===== src/sv/lr_pkg.sv =====
// ----------------------------------------------------------------------------
// lr_pkg
// Shared types and constants for the line rasterizer.
// ----------------------------------------------------------------------------
package lr_pkg;

  typedef enum logic {
    REQ_START = 1'b0,
    REQ_STEP  = 1'b1
  } req_type_t;

  // Classification of one queued item
  typedef struct packed {
    logic is_start;
    logic dir_x_neg;
    logic dir_y_neg;
  } lr_flags_t;

  localparam int FLAGS_W = $bits(lr_flags_t);

endpackage


===== src/sv/lr_front.sv =====
// ----------------------------------------------------------------------------
// lr_front
// Classifies an incoming item and works out direction and span for a start.
// ----------------------------------------------------------------------------
module lr_front
  import lr_pkg::*;
#(
  parameter int COORD_BITS = 10
) (
  input  logic                  req_type,
  input  logic [COORD_BITS-1:0] start_x,
  input  logic [COORD_BITS-1:0] start_y,
  input  logic [COORD_BITS-1:0] end_x_in,
  input  logic [COORD_BITS-1:0] end_y_in,
  output lr_flags_t             flags,
  output logic [COORD_BITS-1:0] span_x,
  output logic [COORD_BITS-1:0] span_y
);

  always_comb begin
    flags.is_start  = (req_type_t'(req_type) == REQ_START);
    flags.dir_x_neg = end_x_in < start_x;
    flags.dir_y_neg = end_y_in < start_y;
    span_x = flags.dir_x_neg ? start_x - end_x_in : end_x_in - start_x;
    span_y = flags.dir_y_neg ? start_y - end_y_in : end_y_in - start_y;
  end

endmodule


===== src/sv/lr_queue.sv =====
// ----------------------------------------------------------------------------
// lr_queue
// Two-entry FIFO between the front and the back part.
// ----------------------------------------------------------------------------
module lr_queue #(
  parameter int WIDTH = 8
) (
  input  logic             clk,
  input  logic             rst,
  input  logic             push_valid,
  output logic             push_ready,
  input  logic [WIDTH-1:0] push_data,
  output logic             pop_valid,
  input  logic             pop,
  output logic [WIDTH-1:0] pop_data
);

  // two entries: one-bit pointers, count 0..2
  logic [WIDTH-1:0] entries [2];
  logic             wr_ptr;
  logic             rd_ptr;
  logic [1:0]       count;
  logic             do_push;
  logic             do_pop;

  assign push_ready = (count != 2'd2);
  assign pop_valid  = (count != 2'd0);
  assign pop_data   = entries[rd_ptr];
  assign do_push    = push_valid && push_ready;
  assign do_pop     = pop && pop_valid;

  always_ff @(posedge clk) begin
    if (do_push) begin
      entries[wr_ptr] <= push_data;
    end
  end

  always_ff @(posedge clk) begin
    if (rst) begin
      wr_ptr <= 1'b0;
      rd_ptr <= 1'b0;
      count  <= 2'd0;
    end else begin
      if (do_push) begin
        wr_ptr <= ~wr_ptr;
      end
      if (do_pop) begin
        rd_ptr <= ~rd_ptr;
      end
      case ({do_push, do_pop})
        2'b10:   count <= count + 2'd1;
        2'b01:   count <= count - 2'd1;
        default: count <= count;
      endcase
    end
  end

endmodule


===== src/sv/lr_back.sv =====
// ----------------------------------------------------------------------------
// lr_back
// Holds the line state, runs one Bresenham step per step item, output register.
// ----------------------------------------------------------------------------
module lr_back
  import lr_pkg::*;
#(
  parameter int COORD_BITS = 10
) (
  input  logic                  clk,
  input  logic                  rst,
  input  logic                  q_valid,
  output logic                  q_pop,
  input  lr_flags_t             q_flags,
  input  logic [COORD_BITS-1:0] q_start_x,
  input  logic [COORD_BITS-1:0] q_start_y,
  input  logic [COORD_BITS-1:0] q_end_x,
  input  logic [COORD_BITS-1:0] q_end_y,
  input  logic [COORD_BITS-1:0] q_span_x,
  input  logic [COORD_BITS-1:0] q_span_y,
  output logic                  out_valid,
  input  logic                  out_ready,
  output logic [COORD_BITS-1:0] pixel_x,
  output logic [COORD_BITS-1:0] pixel_y,
  output logic                  last
);

  localparam int C = COORD_BITS;
  localparam logic [C-1:0] ONE = {{(C-1){1'b0}}, 1'b1};

  logic [C-1:0]        cur_x, cur_y, goal_x, goal_y, span_x, span_y;
  logic                dir_x_neg, dir_y_neg;
  logic signed [C+1:0] error_term;
  logic                active;

  logic signed [C+2:0] e2, spx_w, spy_w;
  logic signed [C+1:0] spx_e, spy_e, err_next;
  logic                step_x, step_y;
  logic [C-1:0]        x_next, y_next;
  logic                out_free, emit, fin;

  always_comb begin
    e2     = {error_term, 1'b0};
    spx_w  = $signed({3'b000, span_x});
    spy_w  = $signed({3'b000, span_y});
    spx_e  = $signed({2'b00, span_x});
    spy_e  = $signed({2'b00, span_y});
    step_x = e2 > -spy_w;
    step_y = e2 < spx_w;
    err_next = error_term;
    x_next   = cur_x;
    y_next   = cur_y;
    if (step_x) begin
      err_next = err_next - spy_e;
      x_next   = dir_x_neg ? cur_x - ONE : cur_x + ONE;
    end
    if (step_y) begin
      err_next = err_next + spx_e;
      y_next   = dir_y_neg ? cur_y - ONE : cur_y + ONE;
    end
  end

  // a step with no line in progress is dropped without needing the output
  assign out_free = !out_valid || out_ready;
  assign q_pop    = q_valid && (out_free || (!q_flags.is_start && !active));
  assign emit     = q_pop && (q_flags.is_start || active);
  assign fin      = q_flags.is_start ? (q_start_x == q_end_x) && (q_start_y == q_end_y)
                                     : (x_next == goal_x) && (y_next == goal_y);

  always_ff @(posedge clk) begin
    if (rst) begin
      active    <= 1'b0;
      out_valid <= 1'b0;
    end else begin
      if (emit) begin
        active    <= !fin;
        out_valid <= 1'b1;
      end else if (out_ready) begin
        out_valid <= 1'b0;
      end
    end
  end

  always_ff @(posedge clk) begin
    if (emit && q_flags.is_start) begin
      cur_x      <= q_start_x;
      cur_y      <= q_start_y;
      goal_x     <= q_end_x;
      goal_y     <= q_end_y;
      span_x     <= q_span_x;
      span_y     <= q_span_y;
      dir_x_neg  <= q_flags.dir_x_neg;
      dir_y_neg  <= q_flags.dir_y_neg;
      error_term <= $signed({2'b00, q_span_x}) - $signed({2'b00, q_span_y});
      pixel_x    <= q_start_x;
      pixel_y    <= q_start_y;
      last       <= fin;
    end else if (emit) begin
      cur_x      <= x_next;
      cur_y      <= y_next;
      error_term <= err_next;
      pixel_x    <= x_next;
      pixel_y    <= y_next;
      last       <= fin;
    end
  end

endmodule


===== src/sv/line_rasterizer_core.sv =====
// An accepted item is held in a queue entry, and its pixel then in the output
// register, before the result is handed out.
// Throughput: one item per cycle sustained while out_ready does not stall the
// output; one Bresenham step (both error compares and adds) runs per cycle in the back part.
// A two-entry queue between front and back absorbs output stalls.
// Reset (synchronous) empties the queue, drops any line and clears out_valid.
// ----------------------------------------------------------------------------
// line_rasterizer_core
// Integer Bresenham line rasterizer, one pixel per start item and per step of a line in progress.
// ----------------------------------------------------------------------------
module line_rasterizer_core
  import lr_pkg::*;
#(
  parameter int COORD_BITS = 10
) (
  input  logic                  clk,
  input  logic                  rst,
  input  logic                  in_valid,
  output logic                  in_ready,
  input  logic                  req_type,
  input  logic [COORD_BITS-1:0] start_x,
  input  logic [COORD_BITS-1:0] start_y,
  input  logic [COORD_BITS-1:0] end_x_in,
  input  logic [COORD_BITS-1:0] end_y_in,
  output logic                  out_valid,
  input  logic                  out_ready,
  output logic [COORD_BITS-1:0] pixel_x,
  output logic [COORD_BITS-1:0] pixel_y,
  output logic                  last
);

  localparam int C  = COORD_BITS;
  localparam int QW = FLAGS_W + 6 * C;

  lr_flags_t    f_flags, q_flags;
  logic [C-1:0] f_span_x, f_span_y;
  logic [C-1:0] q_start_x, q_start_y, q_end_x, q_end_y, q_span_x, q_span_y;
  logic [QW-1:0] q_in, q_out;
  logic         q_valid, q_pop;

  lr_front #(.COORD_BITS(C)) u_front (
    .req_type (req_type),
    .start_x  (start_x),
    .start_y  (start_y),
    .end_x_in (end_x_in),
    .end_y_in (end_y_in),
    .flags    (f_flags),
    .span_x   (f_span_x),
    .span_y   (f_span_y)
  );

  assign q_in = {f_flags, start_x, start_y, end_x_in, end_y_in, f_span_x, f_span_y};

  lr_queue #(.WIDTH(QW)) u_queue (
    .clk        (clk),
    .rst        (rst),
    .push_valid (in_valid),
    .push_ready (in_ready),
    .push_data  (q_in),
    .pop_valid  (q_valid),
    .pop        (q_pop),
    .pop_data   (q_out)
  );

  assign {q_flags, q_start_x, q_start_y, q_end_x, q_end_y, q_span_x, q_span_y} = q_out;

  lr_back #(.COORD_BITS(C)) u_back (
    .clk       (clk),
    .rst       (rst),
    .q_valid   (q_valid),
    .q_pop     (q_pop),
    .q_flags   (q_flags),
    .q_start_x (q_start_x),
    .q_start_y (q_start_y),
    .q_end_x   (q_end_x),
    .q_end_y   (q_end_y),
    .q_span_x  (q_span_x),
    .q_span_y  (q_span_y),
    .out_valid (out_valid),
    .out_ready (out_ready),
    .pixel_x   (pixel_x),
    .pixel_y   (pixel_y),
    .last      (last)
  );

`ifndef SYNTHESIS
  a_pop_has_item: assert property (@(posedge clk) disable iff (rst)
    q_pop |-> q_valid)
    else $error("queue popped while empty");

  a_full_not_empty: assert property (@(posedge clk) disable iff (rst)
    !in_ready |-> q_valid)
    else $error("queue full but shows no item");

  a_start_emits: assert property (@(posedge clk) disable iff (rst)
    (q_pop && q_flags.is_start) |=> out_valid)
    else $error("start item gave no pixel");

  a_pop_frees_out: assert property (@(posedge clk) disable iff (rst)
    (q_pop && q_flags.is_start) |-> (!out_valid || out_ready))
    else $error("start item popped over a held result");
`endif

endmodule


===== config.mk =====
export PLATFORM = sky130hd
export DESIGN_NAME = line_rasterizer_core
export DESIGN_NICKNAME = d
export VERILOG_FILES = /design/src/sv/lr_pkg.sv /design/src/sv/lr_front.sv /design/src/sv/lr_queue.sv /design/src/sv/lr_back.sv /design/src/sv/line_rasterizer_core.sv
export SDC_FILE = /design/constraint.sdc
export NUM_CORES = 1
export LEC_CHECK = 0
export BUFFER_PORTS_ARGS = -buffer_cell sky130_fd_sc_hd__buf_2
export CAP_MARGIN = 40
export CORE_ASPECT_RATIO = 0.9
export CORE_UTILIZATION = 45
export CTS_CLUSTER_DIAMETER = 60
export DETAILED_ROUTE_END_ITERATION = 6
export SLEW_MARGIN = 10
export SYNTH_ARGS = -nofsm -noshare
export SYNTH_HDL_FRONTEND = slang
export SYNTH_SLANG_ARGS = --single-unit

===== constraint.sdc =====
create_clock -name clk -period 4.92 [get_ports clk]
set_clock_uncertainty 0.05 [all_clocks]
set_input_delay 1.476 -clock clk [delete_from_list [all_inputs] [get_ports clk]]
set_output_delay 1.476 -clock clk [all_outputs]
set_load 0.1 [all_outputs]

==> results of run 1 <==
==> flip-flops by register name (all words and copies together), names as in the netlist, 2 cells and up, named ones only <==
register,flops
u_back.goal_x,10
u_back.span_y,10
u_back.span_x,10
u_back.goal_y,10
u_queue.count,2
u_back.error_term,12
u_back.pixel_y,10
u_queue.entries,126
u_back.pixel_x,10
==> timing repair <==
action	in CTS	in global routing
gates cloned	0	1
endpoints found under the setup margin	1	6
pin swaps	0	24
resized for setup	1	44
setup buffers	0	7
==> path summary, 6_finish.rpt <==
path,slack (ns),endpoint,startpoint,cells past startpoint
max,0.13,u_back.error_term[11],u_back.span_y[3],22
min,0.45,u_queue.rd_ptr,u_queue.rd_ptr,2
max reg2reg,0.13,u_back.error_term[11],u_back.span_y[3],22
min reg2reg,0.45,u_queue.rd_ptr,u_queue.rd_ptr,2
==> synth_stat cells (12+ instances only) <==
master,number,area (um^2)
a211oi_1,31,233
a21o_1,20,150
a21oi_1,63,315
buf_2,17,85.1
edfxtp_1,201,6040
ha_1,108,1350
inv_1,121,454
mux2_2,29,327
mux2i_1,59,591
nand2_1,73,274
nand2b_1,16,100
nand3_1,16,80.1
nand4_1,12,75.1
nor2_1,69,259
nor2b_1,14,87.6
nor3_1,21,105
o21a_1,15,113
o21ai_0,51,255
o21ai_1,21,105
xnor2_1,60,526
xor2_1,37,324
==> layer usage <==
| layer | up-vias | global-route usage |
|---|---|---|
| met4 | 0 | 0.0366 |
| met1 | 4591 | 0.353 |
| met2 | 262 | 0.309 |
| li1 | 4664 | - |
| met3 | 41 | 0.0287 |
| met5 | - | 0 |
==> worst reg2reg max path: stages (launching register included) <==
cell	delay (ns)
edfxtp_1	0.42
nor4_4	0.34
nand2_2	0.14
nor3_2	0.15
xnor2_1	0.09
ha_1	0.32
nand4_1	0.13
a2111o_1	0.37
nand4_1	0.15
nand2_2	0.12
buf_6	0.15
nand2_2	0.06
o21ai_2	0.06
ha_1	0.37
nand3_2	0.09
o211ai_1	0.34
o41ai_4	0.16
o2111ai_4	0.21
nand2b_1	0.08
mux2i_1	0.21
mux2i_1	0.27
xor2_1	0.17
o22ai_1	0.08
==> cells by family (layout without fill, tap and decap cells) <==
logic type | count (synthesis) | count (layout) | share of synthesized area
AOI/OAI and AO/OA | 283 | 283 | 0.139
xor gates and xnor gates | 103 | 103 | 0.0736
adders and majority gates | 117 | 117 | 0.114
buffers and inverters | 149 | 263 | 0.0438
DFF | 208 | 208 | 0.460
muxes | 88 | 88 | 0.0683
and+or+nand+nor | 273 | 273 | 0.101
==> cell type report <==
| cell class | instances | area share |
|---|---|---|
| Tap cell | 396 | 0.0320 |
| Sequential cell | 208 | 0.399 |
| Multi-Input combinational cell | 864 | 0.444 |
| Inverter | 121 | 0.0293 |
| Clock inverter | 12 | 0.0125 |
| Clock buffer | 32 | 0.0428 |
| Timing Repair Buffer | 98 | 0.0398 |
==> stage by stage <==
stage,setup slack (ns),cell area (um^2),std cells,setup TNS [ns]
floorplan,0.0279,13400,1221,0
global placement,0.126,14300,1679,0
detailed placement,0.0139,14400,1680,0
CTS,0.0631,15200,1724,0
global route,-0.167,15500,1731,-0.353
finish,0.129,15500,1731,0
==> results.md, run 1 <==
Final layout:
- The growth of design area from synthesis to finish is 15.3%.
- The area of combinational cells with multiple inputs is 6880 um^2.
- Summing all flip-flop and latch instances after layout gives 6180 um^2.
- The total of fill cells in the finished design is 2631.
- The number of nets in the layout is 1479.
- The library cell used most frequently in the layout, excluding fill and tap cells, is edfxtp_1.
- For this run, the share of the core covered by cells in the final layout is 0.532.
- Of the cells placed in the final design, the portion with a size suffix greater than 1 is 0.160.
- In the layout the commonest cells are edfxtp_1, inv_1, ha_1, nor2_1, buf_2.
- The number of antenna diodes in the final layout is 0.

Synthesis:
- The net count after synthesis is 1383.
- After synthesis the cells add up to 13400 um^2.
- For this run, the register share of the synthesized area comes to 0.460.
- The synthesized design contains 201 enable-type register cells.
- The dominant register cell in the synthesized netlist is edfxtp_1.
- The average instance area after synthesis is 11.0 um^2.
- The fraction of registers with async set or reset after synthesis is 0.
- In this run, synthesis produced a sequential element count of 208.
- The total of warnings raised by yosys is 0.
- The number of distinct library cell variants in the gate-level netlist after synthesis is 75.
- The cell count after synthesis came out at 1221.

Critical path:
- On the worst path, the slowest cell contributes a delay of 0.42 ns.
- STA classifies the critical path endpoint as a flop.
- Among the stages of the critical path, the cell type that occurs most often is nand2_2.
- The number of buffers and inverters on the critical path is 1.
- The worst-path maximum fanout is 5.
- The slowest stage of the critical path is the edfxtp_1 cell.
- The data required time of the critical path is 5.13 ns.
- The kind of cell with the highest combined delay along the critical path is simple AND/OR/NAND/NOR gates.
- The signal on the critical path passes through nor4_4 -> nand2_2 -> nor3_2 -> xnor2_1 -> ha_1 -> nand4_1 -> a2111o_1 -> nand4_1 -> nand2_2 -> buf_6 -> nand2_2 -> o21ai_2 -> ha_1 -> nand3_2 -> o211ai_1 -> o41ai_4 -> o2111ai_4 -> nand2b_1 -> mux2i_1 -> mux2i_1 -> xor2_1 -> o22ai_1.
- The startpoint kind of the worst setup timing path is a flop.
- The critical path start-end classification is flop to flop.
- The arrival time of the worst setup path is 5.00 ns.

Floorplanning:
- The die width is 184 um.
- The die covers 30500 um^2.
- The floorplan step set the die height to 166 um.
- The core region is 29100 um^2.
- The starting density of the core is 0.461.
- After floorplanning, the core was divided into 59 placement rows.
- 68 I/O pins were placed.

GRT:
- The number of global-route vias before repair is 8920.
- The initial antenna violation count was 0.
- The first global-routing pass estimated 51100 um of wire.
- Across every metal layer, demand over resource in global routing totals 0.218.
- Entering global routing, the biggest net connects 56 pins.
- The leftover overflow at the end of global routing is 0.

STA:
- Derived from the worst setup path, the maximum achievable clock frequency is 209 MHz.
- For the finished layout, the period the worst path requires is 4.79 ns.
- Setup repair after global routing could not meet its margin everywhere.
- The final worst-path cycle share is 0.974.
- The post-route worst hold slack is 0.455 ns.
- For the pin with the worst max-slew slack, the measured transition is 0.755 ns.
- The max-slew headroom at the worst pin is 0.493.
- The count of endpoints failing setup in the final report is 0.
- The number of slew-limit violations in the final report is 0.
- The count of final hold-check violations was 0.

Clock tree:
- In this run the deepest clock path goes through 3 buffers.
- CTS built an H-tree with a depth of 1.
- Clock-pin slew was measured on the worst setup and hold paths at 0.06 ns.
- Buffers inserted to repair hold after CTS numbered 0.
- The worst-skew pair later-pin latency is 0.52 ns.
- The clock buffer count from CTS is 24.
- The clock tree root driver cell is clkbuf_16.
- TritonCTS built the clock tree.
- The clock net in this run drives a total of 208 sinks.

Routing:
- The sum of met2 wire segment lengths after detailed routing is 13800 um.
- The residual antenna-violating net count after detailed routing is 0.
- The detailed-route wire length is 33600 um.
- The count of TritonRoute iterations in the first routing pass is 6.
- The total via count in the routed design is 9558.
- In the final routing, the length of wire on met1 measures 17500 um.
- The top routing layer in use is met4.
- The met3 wirelength from detailed routing is 1840 um.
- The average wire per standard cell is 19.4 um.
- The initial DRC count is 784.
- After detailed routing, the number of remaining DRC violations is 0.
- In the routed layout, each cell is associated on average with a via count of 5.52.

Flow run:
- Across the run, the number of max-cap violations was 0.

Min path:
- The tightest min-delay check is of the flop to flop type.

Status:
- The run finished with clean final reports.

Placed design:
- The congestion estimate from routability-driven global placement came to 0.864.
- After legalization and detailed placement, the total HPWL measured 25500 um.
- The total of buffers placed on input and output ports is 67.
Power of run 1 is not shown: default switching activity piles up to over one toggle a cycle in this logic, so the estimate is an artifact.
==> run 2, diff against run 1 <==
--- a/config.mk
+++ b/config.mk
@@ -11,6 +11,7 @@
 export CORE_UTILIZATION = 45
 export CTS_CLUSTER_DIAMETER = 60
 export DETAILED_ROUTE_END_ITERATION = 6
+export RECOVER_POWER = 100
 export SLEW_MARGIN = 10
 export SYNTH_ARGS = -nofsm -noshare
 export SYNTH_HDL_FRONTEND = slang
==> run 2 against run 1 <==
Net effect:
- the flow now finishes with violations (capacitance limit, slew limit)
- register-to-register slack better by 0.03 ns
- first-iteration DRC count down 6.6%
- sequential share of layout area up 0.24 points
- via count down 0.28%
- core utilization down 0.35 points
- routed wire length about the same
- critical path type unchanged
==> results.md, run 2 (synthesis results as in run 1) <==
Routing:
- The average wire per standard cell is 19.4 um (about the same).
- The total via count in the routed design is 9531 (-0.28%).
- The number of DRC violations after detailed routing is 0 (unchanged).
- The count of TritonRoute iterations in the first routing pass is 7 (+1).
- The average vias per placed instance is 5.51 (-0.28%).
- The initial DRC count is 732 (-6.6%).
- The residual antenna-violating net count after detailed routing is 0 (unchanged).
- The detailed-route wire length was 33600 um (about the same).

Clock tree:
- The number of levels the H-tree was split into was 1 (unchanged).
- TritonCTS built the clock tree.
- The clock-pin transition on the worst setup and hold timing paths is 0.06 ns (about the same).
- The clock buffer count from CTS was 24 (unchanged).
- The clock tree root driver cell is clkbuf_16.
- The count of hold buffers inserted by post-cts repair came to 0 (unchanged).
- The clock sink count is 208 (unchanged).
- The number of buffers between clock root and the deepest sink is 3 (unchanged).
- The worst-skew pair later-pin latency came to 0.52 ns (about the same).

Floorplanning:
- The die width is 184 um (unchanged).
- The number of placed I/O pins is 68 (unchanged).
- The starting density of the core is 0.461 (unchanged).
- The total number of placement rows is 59 (unchanged).
- The die height is 166 um (unchanged).
- The area of the core is 29100 um^2 (unchanged).
- The full die area was 30500 um^2 (unchanged).

STA:
- The fmax is 210 MHz (+0.53%).
- The count of endpoints failing setup in the final report is 0 (unchanged).
- The post-route worst hold slack came to 0.456 ns (+0.000841 ns).
- The max-slew headroom at the worst pin is -0.410 (-0.903).
- Setup repair after global routing could not meet its margin everywhere.
- The measured slew at the worst slew-check pin is 2.11 ns (+1.35 ns).
- The count of final hold-check violations was 0 (unchanged).
- The final critical delay including setup and external delays is 4.77 ns (-0.0252 ns).
- The number of slew-limit violations in the final report is 24 (+24).
- The final setup slack of the worst path is 0.154 ns (+0.0252 ns).
- The final worst-path cycle share is 0.969 (-0.00512).

Critical path:
- The register-to-register setup slack is 0.15 ns (+0.03 ns).
- The largest incremental delay on the critical path is 0.45 ns (+0.03 ns).
- The end of the worst register-to-register path is u_back.error_term[9].
- The worst-path maximum fanout is 5 (unchanged).
- The startpoint identified for the worst register-to-register timing path is u_back.span_y[3].
- The worst setup path is captured at a flop.
- The path depth of the worst reg2reg path is 22 (unchanged).
- Walking the worst path, the cells encountered are nor4_4 -> nand2_2 -> nor3_2 -> xnor2_1 -> ha_1 -> nand4_1 -> a2111o_1 -> nand4_1 -> nand2_2 -> buf_6 -> o31ai_4 -> ha_4 -> nand3_2 -> o211ai_1 -> o41ai_4 -> buf_4 -> o21ba_4 -> o21bai_1 -> xnor2_1 -> o21ai_1 -> a21oi_1 -> a211oi_1.
- The startpoint kind of the worst setup timing path is a flop.
- The arrival time of the worst setup path is 5.07 ns (+0.07 ns).
- On the critical path, the stage with the largest delay is an instance of o41ai_4.
- The setup path with the least slack is of type flop to flop.
- The data required time of the critical path is 5.22 ns (+0.09 ns).

Placed design:
- The HPWL after detailed placement is 25500 um (unchanged).
- The placer's final routability congestion estimate is 0.864 (unchanged).
- The total of buffers placed on input and output ports came to 67 (unchanged).
- The worst setup slack after placement is 0.0139 ns (unchanged).

Status:
- The flow ran to the end, but the final reports show violations.
- The final reports fail on capacitance limit, slew limit.

GRT:
- The met1 usage in global routing is 0.353 (unchanged).
- The number of global-route vias before repair came to 8920 (unchanged).
- The global-route wire length before repair is 51100 um (unchanged).
- The global router's overall resource usage was 0.218 (unchanged).
- The leftover overflow at the end of global routing is 0 (unchanged).
- The fraction of met2 tracks used by global routing is 0.309 (unchanged).
- The largest net degree at the start of global routing is 56 (unchanged).
- The layer flagged by global routing as most heavily used is met1.
- The initial antenna violation count is 0 (unchanged).
- The met3 track demand over resource is 0.0287 (unchanged).

Flow run:
- The number of maximum-capacitance constraint violations came to 2 (+2).

Final layout:
- The flip-flop count of the largest register, all copies and words added was 126 (unchanged).
- In the layout the commonest cells are edfxtp_1, inv_1, ha_1, nor2_1, nand2_1.
- The leading cell type in the layout, fill and taps excluded is edfxtp_1.
- The fraction of final layout cells with drive strength greater than 1 came to 0.104 (-0.0554).
- The largest register by flop count is u_queue.entries.
- The number of nets in the layout was 1479 (unchanged).
- In the final layout, the registers with the most flip-flops are u_queue.entries: 126 flops, u_back.error_term: 12 flops.
- The growth of design area from synthesis to finish is 14.6%.
- The number of diodes is 0 (unchanged).
- The utilization of the core after routing is 0.529 (-0.00348).

Min path:
- The class of the worst hold path is flop to flop.
- The startpoint identified for the worst hold timing path is u_queue.rd_ptr.
- The number of instances on the worst hold path is 2 (unchanged).
- The path with the worst hold slack has its endpoint at u_queue.rd_ptr.
==> run 2: changes by cell type in the layout (fill, tap and decap cells not counted) <==
cell and delta:
buf_16 -1, buf_2 -45, buf_4 -3, clkbuf_1 +48, clkbuf_2 +1, dfxtp_1 +1
dfxtp_4 -1, mux2_1 +24, mux2_2 -24, nor2_1 +1, nor2_4 -1
==> run 2: area by class of cell <==
class	count	area [um^2]
Timing Repair Buffer	98	526
Sequential cell	208	6180
Multi-Input combinational cell	864	6870
Inverter	121	454
Clock inverter	12	193
Tap cell	396	495
Fill cell	2656	13700
Clock buffer	32	662
==> run 2: layer usage <==
| metal | share of wire | vias up |
|---|---|---|
| met5 | 0 | - |
| met4 | 0.014 | 0 |
| met3 | 0.059 | 37 |
| met2 | 0.41 | 273 |
| met1 | 0.52 | 4560 |
| li1 | - | 4661 |
==> run 2: worst max-delay path, delay by kind of cell (launching register included) <==
family | cells | cell delay, ns
AO/OA/AOI/OAI | 9 | 1.86
XOR/XNOR | 2 | 0.22
adder cells (fa/ha/maj) | 2 | 0.59
buffers and inverters | 2 | 0.36
flip-flops | 1 | 0.42
AND/OR/NAND/NOR | 7 | 1.10
==> run 2: repair_timing <==
action                     CTS  global route
gates resized for setup      1            44
buffers inserted             0             7
gates cloned                 0             1
pin swaps                    0            24
setup endpoints to repair    1             6
==> run 2: worst max path at each step <==
stage | end | startpoint | slack [ns]
2_1_floorplan | u_back.error_term[10] | u_back.span_y[2] | 0.03
3_3_place_gp | u_back.error_term[11] | u_back.span_y[2] | 0.13
3_5_place_dp | u_back.error_term[11] | u_back.span_y[2] | 0.01
4_1_cts | u_back.error_term[11] | u_back.span_y[2] | 0.06
5_1_grt | u_back.error_term[9] | u_back.span_y[3] | -0.17
6_report | u_back.error_term[9] | u_back.span_y[3] | 0.15
==> run 2: per-stage QoR <==
step | instance area, um^2 | TNS, ns | std cells
floorplan | 13400 | 0 | 1221
CTS | 15200 | 0 | 1724
global route | 15400 | -0.353 | 1731
global placement | 14300 | 0 | 1679
detailed placement | 14400 | 0 | 1680
finish | 15400 | 0 | 1731
Power of run 2 is left out for the same reason.
